<file path="config.mk">
export PLATFORM = sky130hd
export DESIGN_NAME = lph_ctrl
export DESIGN_NICKNAME = d
export VERILOG_FILES = /design/src/design/lph_pkg.sv /design/src/design/lph_ctrl.sv
export SDC_FILE = /design/constraint.sdc
export NUM_CORES = 1
export LEC_CHECK = 0
export BUFFER_PORTS_ARGS = -buffer_cell sky130_fd_sc_hd__buf_2
export CORE_AREA = 2 2 39 41
export DETAILED_ROUTE_END_ITERATION = 10
export DIE_AREA = 0 0 41 43
export PLACE_DENSITY = 0.59
export SYNTH_ARGS = -nofsm -noshare
export SYNTH_HDL_FRONTEND = slang
export SYNTH_SLANG_ARGS = --single-unit
</file>
<file path="constraint.sdc">
create_clock -name i_clk -period 2.8 [get_ports i_clk]
set_input_delay 0.56 -clock i_clk [delete_from_list [all_inputs] [get_ports i_clk]]
set_output_delay 0.56 -clock i_clk [all_outputs]
set_load 0.01 [all_outputs]
</file>
<file path="src/design/lph_pkg.sv">
`default_nettype none
// ----------------------------------------------------------------------------
// lph_pkg: shared types and constants of the linear probe hash table
// Field widths, status codes and controller/datapath interface structs.
// ----------------------------------------------------------------------------
package lph_pkg;

    localparam int TABLE_DEPTH_DEF = 1024;

    localparam int SIZE_W   = 11;
    localparam int HOME_W   = 10;
    localparam int KEY_W    = 64;
    localparam int BLK_W    = 10;
    localparam int STATUS_W = 3;

    localparam int IN_DATA_W  = 144;
    localparam int OUT_DATA_W = 24;

    localparam logic [SIZE_W-1:0] TABLE_SIZE_RST = 11'd1024;

    typedef enum logic [STATUS_W-1:0] {
        STATUS_INSERTED  = 3'd0,
        STATUS_FOUND     = 3'd1,
        STATUS_NOT_FOUND = 3'd2,
        STATUS_FULL      = 3'd3,
        STATUS_BAD_SLOT  = 3'd4
    } t_status;

    typedef struct packed {
        logic clear_wr;
        logic accept;
        logic read;
        logic advance;
        logic finish_early;
        logic finish_probe;
    } t_dp_cmd;

    typedef struct packed {
        logic clear_last;
        logic early_done;
        logic probe_done;
        logic out_free;
    } t_dp_stat;

endpackage
`default_nettype wire

</file>
<file path="src/design/lph_ctrl.sv">
`default_nettype none
// ----------------------------------------------------------------------------
// lph_ctrl: request sequencer
// Clears the table after reset, then takes one request at a time through
// the early checks and the probe loop, and hands results to the output.
// ----------------------------------------------------------------------------
module lph_ctrl (
    input  wire logic              i_clk,
    input  wire logic              i_rst_n,
    input  wire logic              i_in_valid,
    output logic                   o_in_ready,
    input  wire lph_pkg::t_dp_stat i_stat,
    output lph_pkg::t_dp_cmd       o_cmd
);
    import lph_pkg::*;

    typedef enum logic [4:0] {
        S_CLEAR = 5'b00001,
        S_IDLE  = 5'b00010,
        S_START = 5'b00100,
        S_READ  = 5'b01000,
        S_CHECK = 5'b10000
    } t_state;

    t_state r_state;
    t_state n_state;

    always_ff @(posedge i_clk) begin
        if (!i_rst_n) begin
            r_state <= S_CLEAR;
        end else begin
            r_state <= n_state;
        end
    end

    always_comb begin
        n_state    = r_state;
        o_cmd      = '0;
        o_in_ready = 1'b0;
        case (r_state)
            S_CLEAR: begin
                o_cmd.clear_wr = 1'b1;
                if (i_stat.clear_last) begin
                    n_state = S_IDLE;
                end
            end
            S_IDLE: begin
                o_in_ready = 1'b1;
                if (i_in_valid) begin
                    o_cmd.accept = 1'b1;
                    n_state      = S_START;
                end
            end
            S_START: begin
                if (i_stat.early_done) begin
                    if (i_stat.out_free) begin
                        o_cmd.finish_early = 1'b1;
                        n_state            = S_IDLE;
                    end
                end else begin
                    o_cmd.read = 1'b1;
                    n_state    = S_CHECK;
                end
            end
            S_READ: begin
                o_cmd.read = 1'b1;
                n_state    = S_CHECK;
            end
            S_CHECK: begin
                if (i_stat.probe_done) begin
                    if (i_stat.out_free) begin
                        o_cmd.finish_probe = 1'b1;
                        n_state            = S_IDLE;
                    end
                end else begin
                    o_cmd.advance = 1'b1;
                    n_state       = S_READ;
                end
            end
            default: begin
                n_state = S_CLEAR;
            end
        endcase
    end

endmodule
`default_nettype wire

</file>
==> results of run 1 <==
## cell type report
| class | count | share of cell area |
|---|---|---|
| Inverter | 1 | 0.00756 |
| Sequential cell | 5 | 0.202 |
| Multi-Input combinational cell | 41 | 0.567 |
| Tap cell | 16 | 0.0403 |
| Timing Repair Buffer | 13 | 0.131 |
| Clock buffer | 4 | 0.0529 |
## per-layer routing
metal / vias to the layer above / wire length (um)
met5: - / 0
met4: 0 / 22
met3: 2 / 53
met2: 16 / 401
met1: 179 / 416
li1: 213 / -
## through the flow
| stage | utilization | total power [mW] | setup slack (ns) | std cells | cell area, um2 |
|---|---|---|---|---|---|
| 2_1_floorplan | - | 0.0989 | 1.04 | 50 | 402 |
| 3_3_place_gp | 0.340 | 0.111 | 0.853 | 76 | 470 |
| 3_5_place_dp | 0.340 | 0.111 | 0.833 | 76 | 470 |
| 4_1_cts | 0.359 | 0.199 | 0.677 | 80 | 497 |
| 5_1_grt | 0.359 | 0.206 | 0.584 | 80 | 497 |
| 6_report | 0.359 | 0.195 | 0.687 | 80 | 497 |
## layout by cell type (no fill, tap or decap), drive strengths merged
cell type and n:
a21oi 2, a32oi 1, and2 2, and2b 1, and3 2, and3b 1
and4 1, buf 13, clkbuf 4, dfxtp 5, inv 1, maj3 1
nand2 3, nand2b 3, nand3b 2, nor2 1, nor2b 2, nor3 3
nor3b 4, nor4 4, nor4b 1, o21a 1, o21ai 3, o221ai 1
or3 1, xnor2 1
## power breakdown
part,switching [mW],internal [mW],total [mW]
sequential,0.00515,0.0740,0.0792
combinational,0.0152,0.0158,0.0311
clock,0.0310,0.0540,0.0850
total,0.0514,0.144,0.195
## cells by family (layout without fill, tap and decap cells)
family	count (synthesis)	after routing	synth area share
compound gates	8	8	0.125
xor+xnor	1	1	0.0218
fa+ha+maj	1	1	0.0280
buf+inv	4	18	0.0498
flops	5	5	0.249
simple gates	31	31	0.526
## how the worst min path moves through the flow
stage / slack (ns) / cells after the start / endpoint / startpoint
after floorplan: 0.62 / 3 / r_state[1] / r_state[4]
after global placement: 0.74 / 3 / r_state[0] / r_state[1]
after detailed placement: 0.74 / 3 / r_state[0] / r_state[1]
after CTS: 0.54 / 2 / r_state[0] / i_rst_n
after global routing: 0.54 / 2 / r_state[0] / i_rst_n
final: 0.55 / 2 / r_state[0] / i_rst_n
## worst max-delay path: stages, from the launching register on
cell,delay (ns)
dfxtp_1,0.41
or3_4,0.39
nor3b_2,0.22
and3_1,0.17
buf_2,0.12
==> run summary, run 1 <==
For the count of standard-cell rows, the log shows 14. For the detailed placer's ending HPWL, the log shows 651 um. In the post-synthesis netlist, the biggest area contributors are dfxtp_1, nor3b_2, nor4_1, nand2b_1, nor3_1.

The tools report the number of failing hold endpoints at the final stage as 0. The tools report the number of global-route vias before repair as 333. TritonCTS built the clock tree. Derived from the worst setup path, the maximum achievable clock frequency is 473 MHz. In this run the most used layer during global routing was met1. The height of the die was 43 um. By startpoint and endpoint, the worst setup path is classified as reg -> out.

The die is 41 um wide. The startpoint identified for the worst register-to-register timing path is r_state[2]. The synthesized design spends more area on one cell type than any other, namely dfxtp_1. VDD sags by at most 0.147 mV. The cell sitting at the root of the clock tree is a clkbuf_4.

Setup repair after global routing left no endpoint under its margin. The most common flop cell mapped by yosys was dfxtp_1. The number of endpoints failing setup at the final stage is 0, and the count of unresolved DRC violations after routing is 0.

In this run the deepest clock path goes through 2 buffers. Met3 usage: 0.0314. Across all layers, the routed design uses 410 vias. The tools report the worst reg2reg path endpoint as r_state[0].

The commonest cells after synthesis are dfxtp_1, nor4_1. Flip-flop and latch count after synthesis: 5. The H-tree depth came out at 1. Once the clock tree was built, the resizer swapped 0 gates to a different size. At the end of routability-driven placement, the weighted congestion stood at 0.760.

The number of flip-flops under the largest register name came out at 5. In this run the worst setup path begins at r_state[2]. The flow ran to the end, and the final reports show no timing, DRC or antenna violations. Yosys mapped a number of flops with a built-in enable equal to 0. Max-cap violations in this run came to 0. The critical path ends at o_cmd[0]. The largest registers in the layout are r_state (5). Before antenna repair, the detailed router went through 4 iterations. Fraction of met1 tracks used by global routing: 0.181. The multi-input combinational cells in the finished layout cover a total of 282 um2. After clock tree synthesis, the clock-pin slew on the worst setup and hold paths is 0.04 ns. The wire length of the first global-routing pass was 1440 um; the detail-routed via count per cell was 5.13.

For this design the ratio of total power to cell area is 393 nW/um2. After detailed routing, the average wire length per cell comes to 11.2 um. The tools report the aggregate routed wire length as 894 um. The post-synthesis to final-layout area growth was 23.7%; the violation count after the first detailed-route iteration was 11. The tools report the critical path endpoint category as an output pin. The data arrival time of the critical path is 1.55 ns, and the transition at the pin with the smallest max-transition slack is 0.371 ns. The count of distinct cell types in the synthesized netlist came out at 28. STA classifies the critical path startpoint as a flop. The share of cells above drive strength 1 works out to 0.313. The post-layout minimum cycle time was 2.11 ns.

The run gives 0 as the antenna cell count. Summing all flip-flop and latch instances after layout gives 100 um2. The sequential cell area fraction in the yosys report was 0.249; the largest driver fanout on the critical path was 11. The share of synthesized flip-flops with an asynchronous set or reset is 0, and the static leakage is 0.212 nW. The tightest min-delay check is of the in -> reg type. 14 I/O pins were placed. Across the routed clock network, the largest skew measured is 0.00324 ns. The initial antenna violation count is 0.

The detail route stage leaves a number of antenna-violating nets equal to 0. r_state holds more flip-flops than any other register. For the relative slew slack, the log shows 0.752. The total overflow left after global routing is 0. At the end of the flow, the number of nets in the layout was 72. Yosys printed 0 warnings.

Share of the clock period used by the worst path: 0.755. The tools report the clock sink total as 5. The full die area came out at 1760 um2. Counting every instance in the synthesized netlist gives 50. Share of Yosys cell area claimed by the top area cell type: 0.249. In this run, post-CTS hold repair placed 0 buffers. The sum of negative setup slack is 0 ns. The mapped netlist covers 402 um2.

The worst hold slack is 0.547 ns. The tools report the total routing resource utilization after global routing as 0.123. The number of setup buffers added after CTS is 0, and the depth of the worst register-to-register path is 3. After filler insertion, the fill cell instance count of the layout stands at 154.

The number of buffers added by the clock tree synthesis step came out at 3. Entering global routing, the biggest net connects 13 pins. At the worst endpoint, the required time is 2.24 ns. A synthesized cell averages 8.03 um2. Total nets after synthesis: 57. The dominant cell by count in the synthesized netlist is dfxtp_1. Final-report max-slew violation count: 0. For the total core area, the log shows 1380 um2. The effective utilization at floorplan was 0.290; the register-to-register setup slack was 1.41 ns.

At the later pin of the worst-skew pair, clock insertion delay measures 0.25 ns. The met2 track demand over resource is 0.141, and the count of buffers inserted at the top-level ports is 13.
(Power assumes the default switching activity.)
==> inputs of run 2 (changes only) <==
--- a/config.mk
+++ b/config.mk
@@ -9,7 +9,7 @@
 export CORE_AREA = 2 2 39 41
 export DETAILED_ROUTE_END_ITERATION = 10
 export DIE_AREA = 0 0 41 43
-export PLACE_DENSITY = 0.59
+export PLACE_DENSITY = 0.61
 export SYNTH_ARGS = -nofsm -noshare
 export SYNTH_HDL_FRONTEND = slang
 export SYNTH_SLANG_ARGS = --single-unit
==> constraint.sdc (replaced) <==
create_clock -name i_clk -period 1.9 [get_ports i_clk]
set_input_delay 0.38 -clock i_clk [delete_from_list [all_inputs] [get_ports i_clk]]
set_output_delay 0.38 -clock i_clk [all_outputs]
set_load 0.01 [all_outputs]
==> run 2 against run 1 <==
Cell count is 3.8% higher. First-iteration DRC count stayed put. Highest routed layer is now met3. Setup slack worse by 0.66 ns. Total power is 46% higher. Critical path depth stayed put. Routed wire length is 13% higher. Global-route usage is 0.72 points higher. Via count is 4.4% higher. Clock power is 34% higher. Critical path type unchanged. Critical endpoint unchanged. Combinational power is 77% higher. Register-to-register slack worse by 1.0 ns.
==> run summary, run 2 (same netlist as run 1, synthesis figures left out) <==
The flow ran to the end, and the final reports show no timing, DRC or antenna violations. The run gives 77 (+1.3%) as the number of cells in the design after placement. The total routing resource utilization after global routing is 0.130 (+0.00717), and the share of the clock period used by the worst path is 0.984. TritonCTS built the clock tree. The die span in x was 41 um (unchanged). In the final layout, the registers with the most flip-flops are r_state (5). Worst reg2reg path endpoint: r_state[0]. For the H-tree depth, the log shows 1 (unchanged). The tools report the critical path endpoint category as an output pin. The count of unresolved DRC violations after routing was 0 (unchanged).

The worst setup path is of the reg -> out kind. The share of cells above drive strength 1 is 0.418 (+0.105). The startpoint of the tightest hold check path was i_rst_n. For the post-placement setup slack, the log shows 0.245 ns (-0.588 ns). Worst supply voltage drop on vdd: 0.427 mV (+190%).

The logs give 0.725 (-0.0273) for the relative slew slack and 0.400 (-0.035) for the fraction of power consumed by the clock network. Depth of the worst register-to-register path: 4 (+1). The run gives 0 (unchanged) as the number of endpoints failing setup at the final stage. The average wire length per cell after detail routing was 12.1 um (+8.5%).

The tools report the quantity of hold-fixing buffers added after cts as 0 (unchanged). The antenna cell count was 0 (unchanged); the overall via count from detail_route was 428 (+4.4%). The global-route congestion overflow total came out at 0 (unchanged). The routability congestion estimate from global placement was 0.859 (+13%). The cell depth of the worst min-delay path was 2 (unchanged); the number of nets in the final layout was 75 (+4.2%). The full die area is 1760 um2 (unchanged), and the iteration count of the initial detailed-routing pass is 4 (unchanged). For the worst hold slack, the log shows 0.388 ns (-0.158 ns). The wire length of the first global-routing pass is 1570 um (+9.6%), and the number of flip-flops under the largest register name is 5 (unchanged). Net switching power of the design: 0.0695 mW (+35%). The tools report the startpoint class of the critical path as a flop. The transition at the pin with the smallest max-transition slack works out to 0.412 ns (+0.0409 ns).

The post-layout minimum cycle time came out at 1.87 ns. The static leakage is 0.231 nW (+9.3%), and the number of buffers between clock root and the deepest sink is 2 (unchanged). The run gives 1.49 ns (-0.06 ns) as the data arrival time of the critical path. The tools report the required time at the endpoint of the critical path as 1.52 ns (-0.72 ns).

The count of filler cells inserted in the layout was 146 (-5.2%). Largest register by flop count: r_state. Clock transition at the registers of the reported paths: 0.04 ns (about the same). Register-to-register setup slack: 0.41 ns (-1.00 ns). The post-synthesis to final-layout area growth is 35.5%, and the final-report max-slew violation count is 0 (unchanged). In this run the worst hold path is classified as in -> reg.

I/O pin count: 14 (unchanged). The worst register-to-register path begins at r_state[1]. The library cell used most frequently in the layout, excluding fill and tap cells, is buf_2. The logs give 392 (+18%) for the number of global-route vias before repair and 0.00287 ns (-0.000367 ns) for the largest clock skew in the final design. The power density over the cells is 525 nW/um2 (+34%). The worst hold path terminates at r_state[0].

Number of failing hold endpoints at the final stage: 0 (unchanged). The tools report the number of routed nets with antenna violations as 0 (unchanged). Aggregate routed wire length: 1010 um (+13%). Initial antenna violation count: 0 (unchanged). Clock root buffer master: clkbuf_4.

For the detailed placer's ending HPWL, the log shows 738 um (+13%). The logs give 0.0312 ns (-0.656 ns) for the final worst setup slack and 14 (unchanged) for the count of standard-cell rows. The height of the die is 43 um (unchanged), and the switching power share of the total is 0.243 (-0.0202). The maximum number of pins on one net before global-route repair was 13 (unchanged); the top achievable clock speed was 535 MHz. The logs give 0.290 (unchanged) for the effective utilization at floorplan and 11 (unchanged) for the violation count after the first detailed-route iteration. The run gives 0.407 (about the same) as the share of total power in sequential cells. The largest driver fanout on the critical path is 6 (-5), and the clock sink total is 5 (unchanged). The logs give 1380 um2 (unchanged) for the total core area and 0.193 (+0.034) for the relative contribution of combinational cells to total power. The count of buffers inserted at the top-level ports is 13 (unchanged), and the post-layout instance count excluding filler cells is 83 (+3.8%). The total internal power is 0.216 mW (+50%), and the detail-routed via count per cell is 5.16 (+0.62%). The number of violations of the max-capacitance limit is 0 (unchanged), and the number of buffers added by the clock tree synthesis step is 3 (unchanged).

Setup repair after global routing could not meet its margin everywhere. The latest clock arrival within the worst-skew pair is 0.23 ns (-0.02 ns).
==> run 2: stage by stage <==
| step | TNS (ns) | cell area (um2) | power (mW) | utilization |
|---|---|---|---|---|
| after global routing | -0.0544 | 544 | 0.310 | 0.393 |
| after floorplan | 0 | 402 | 0.146 | - |
| after CTS | 0 | 504 | 0.282 | 0.364 |
| after detailed placement | 0 | 478 | 0.165 | 0.345 |
| final | 0 | 544 | 0.286 | 0.393 |
| after global placement | 0 | 478 | 0.165 | 0.345 |
==> run 2: worst max path at each step <==
stage | startpoint | end | slack, ns | cells past startpoint
after global placement | r_state[0] | o_cmd[0] | 0.25 | 4
after detailed placement | r_state[0] | o_cmd[0] | 0.24 | 4
after global routing | r_state[1] | o_cmd[0] | -0.03 | 4
after CTS | r_state[0] | o_cmd[0] | 0.004 | 4
after floorplan | r_state[3] | o_cmd[4] | 0.33 | 4
final | r_state[1] | o_cmd[0] | 0.03 | 4
==> run 2: area by class of cell <==
cell class	count	area, um2	area share
clock buffer	4	26.3	0.0483
inverter	1	3.75	0.00690
multi-input combinational	41	302	0.554
sequential	5	105	0.193
tap	16	20.0	0.0368
timing repair buffer	16	87.6	0.161
==> run 2: critical path, stage by stage (launching register included) <==
cell and delay [ns]:
dfxtp_4 0.36, or3_4 0.39, nor3b_4 0.22, and3_1 0.17
buf_2 0.12
==> run 2: power by group through the flow <==
stage / logic, mW / registers [mW] / clock network (mW)
2_1_floorplan: 0.0300 / 0.116 / 0
3_3_place_gp: 0.0485 / 0.117 / 0
3_5_place_dp: 0.0481 / 0.117 / 0
4_1_cts: 0.0482 / 0.115 / 0.119
5_1_grt: 0.0609 / 0.117 / 0.132
6_report: 0.0551 / 0.116 / 0.114
==> run 2: metal layers <==
layer | wire, um | vias to the layer above | GRT usage | share of wire
met5 | 0 | - | 0 | 0
met4 | 0 | 0 | 0.0400 | 0
met3 | 62 | 0 | 0.0733 | 0.062
met2 | 480 | 14 | 0.178 | 0.48
met1 | 462 | 192 | 0.168 | 0.46
li1 | - | 222 | - | -
==> run 2: what timing repair did <==
action | 4_1_cts | 5_1_grt
pin swaps | 1 | 3
gates resized for setup | 0 | 7
setup buffers | 0 | 2
gates cloned | 0 | 0
setup endpoints to repair | 2 | 3
==> inputs of run 3 (changes only) <==
--- a/config.mk
+++ b/config.mk
@@ -9,7 +9,7 @@
 export CORE_AREA = 2 2 39 41
 export DETAILED_ROUTE_END_ITERATION = 10
 export DIE_AREA = 0 0 41 43
-export PLACE_DENSITY = 0.61
+export PLACE_DENSITY = 0.59
 export SYNTH_ARGS = -nofsm -noshare
 export SYNTH_HDL_FRONTEND = slang
 export SYNTH_SLANG_ARGS = --single-unit
==> constraint.sdc (replaced) <==
create_clock -name i_clk -period 1.98 [get_ports i_clk]
set_input_delay 0.396 -clock i_clk [delete_from_list [all_inputs] [get_ports i_clk]]
set_output_delay 0.396 -clock i_clk [all_outputs]
set_load 0.01 [all_outputs]
==> run 3 against run 2 <==
Cell count down 3.6%. Sequential share of layout area up 0.98 points. Total power decreased by 3.5%. Combinational power fell by 17%. Flip-flop and latch count unchanged. Non-clock buffer count shrank 3. Via count decreased by 1.6%. Critical path depth did not move. Setup slack better by 0.042 ns. Sequential power is essentially flat.
==> run summary, run 3 (same netlist as run 1, synthesis figures left out) <==
The latest clock arrival within the worst-skew pair came out at 0.24 ns (about the same). The logs give 72 (-4.0%) for the number of nets in the final layout and 1760 um2 (unchanged) for the full die area. STA classifies the critical path endpoint as an output pin.

The number of flip-flops under the largest register name is 5 (unchanged). The logs give 421 (-1.6%) for the overall via count from detail_route and 1380 um2 (unchanged) for the total core area. The tools report the aggregate routed wire length as 918 um (-8.7%). The largest registers in the layout are r_state (5). The count of buffers inserted at the top-level ports was 13 (unchanged); the clock transition at the registers of the reported paths was 0.04 ns (about the same). The logs give 0.00170 ns (-0.00117 ns) for the largest clock skew in the final design and 5 (unchanged) for the clock sink total.

The cell area after placement was 470 um2 (-1.6%). The required time at the endpoint of the critical path was 1.58 ns (+0.06 ns). The detail-routed via count per cell was 5.26 (+2.1%); the antenna cell count was 0 (unchanged).

The flow ran to the end, and the final reports show no timing, DRC or antenna violations. The die span in x is 41 um (unchanged), and the transition at the pin with the smallest max-transition slack is 0.409 ns (-0.00278 ns). The iteration count of the initial detailed-routing pass is 3 (-1). The share of the clock period used by the worst path works out to 0.963. Total routing resource utilization after global routing: 0.122 (-0.00817). The number of global-route vias before repair was 342 (-13%). The post-layout instance count excluding filler cells is 80 (-3.6%). For the worst supply voltage drop on vdd, the log shows 0.313 mV (-27%).

The worst setup path is launched from a flop. The root buffer cell chosen for the clock tree is clkbuf_4. The tools report the number of buffers added by the clock tree synthesis step as 3 (unchanged).

The tools report the final-report max-slew violation count as 0 (unchanged). The number of failing hold endpoints at the final stage came out at 0 (unchanged). The number of routed nets with antenna violations came out at 0 (unchanged). The violation count after the first detailed-route iteration is 14 (+3).

The global-route congestion overflow total was 0 (unchanged); the H-tree depth was 1 (unchanged). Utilization of the core after routing: 0.370 (-0.0235). The post-layout minimum cycle time is 1.91 ns, and the count of standard-cell rows is 14 (unchanged).

The run gives 0 (unchanged) as the number of endpoints failing setup at the final stage. TritonCTS built the clock tree. Largest driver fanout on the critical path: 7 (+1). The final non-filler cell area came out at 512 um2 (-6.0%). The I/O pin count came out at 14 (unchanged).

The commonest non-fill, non-tap cell in the layout was buf_2. Worst hold slack: 0.401 ns (+0.0125 ns). The height of the die works out to 43 um (unchanged). The tools report the number of setup buffers added after CTS as 0 (unchanged).

The routability congestion estimate from global placement is 0.701 (-18%). The power density over the cells came out at 539 nW/um2 (+2.6%). The logs give 1420 um (-9.7%) for the wire length of the first global-routing pass and 76 (-1.3%) for the number of cells in the design after placement. For the top achievable clock speed, the log shows 524 MHz. The share of cells above drive strength 1 is 0.375 (-0.0429). Largest register by flop count: r_state. The maximum number of pins on one net before global-route repair was 13 (unchanged); the relative slew slack was 0.727 (+0.00185).

The worst setup path is of the reg -> out kind. The tools report the effective utilization at floorplan as 0.290 (unchanged). The count of unresolved DRC violations after routing is 0 (unchanged).

The logs give 1.51 ns (+0.02 ns) for the data arrival time of the critical path and 0 (unchanged) for the number of violations of the max-capacitance limit. The worst hold path belongs to the class in -> reg. The total power draw was 0.276 mW (-3.5%).

Compared with the post-synthesis result, the final layout area differs by 27.4%. In the layout the commonest cells are buf_2, nor4_1. The average wire length per cell after detail routing was 11.5 um (-5.3%). The run gives 2 (unchanged) as the number of buffers between clock root and the deepest sink. Initial antenna violation count: 0 (unchanged).

Detailed placer's ending HPWL: 678 um (-8.2%). Static leakage: 0.213 nW (-7.9%).
-- run 3: cell type report --
| class | count | area (um2) |
|---|---|---|
| fillers | 152 | 872 |
| multi-input cells | 41 | 293 |
| flip-flops and latches | 5 | 104 |
| repair buffers | 13 | 65.1 |
| clock buffers | 4 | 26.3 |
| well taps | 16 | 20.0 |
| inverters | 1 | 3.75 |
-- run 3: repair_timing --
action,CTS,global route
endpoints found under the setup margin,0,4
resized for setup,0,5
hold buffers,0,0
-- run 3: worst paths after layout --
path,start,to,slack [ns],cells past startpoint
worst max-delay path,r_state[0],o_cmd[0],0.07,4
worst min-delay path,i_rst_n,r_state[0],0.40,2
worst max register to register,r_state[0],r_state[0],0.61,3
worst min register to register,r_state[0],r_state[4],0.69,2
-- run 3: routing by layer --
metal | track usage | share of wire | vias up
met5 | 0 | 0 | -
met4 | 0.0400 | 0 | 0
met3 | 0.0785 | 0.064 | 0
met2 | 0.159 | 0.46 | 11
met1 | 0.158 | 0.47 | 191
li1 | - | - | 219
-- run 3: critical path: stages, from the launching register on --
cell	delay [ns]
dfxtp_2	0.35
or3_4	0.42
nor3b_4	0.22
and3_1	0.17
buf_2	0.12
-- run 3: through the flow --
step / setup TNS, ns / setup slack, ns
6_report: 0 / 0.0730
5_1_grt: -0.00471 / -0.00471
3_5_place_dp: 0 / 0.300
3_3_place_gp: 0 / 0.299
2_1_floorplan: 0 / 0.398
4_1_cts: 0 / 0.0234
-- run 3: report_power, final --
part / internal, mW / switching (mW) / total [mW]
logic: 0.0225 / 0.0230 / 0.0455
clock network: 0.0762 / 0.0415 / 0.118
registers: 0.106 / 0.00704 / 0.113
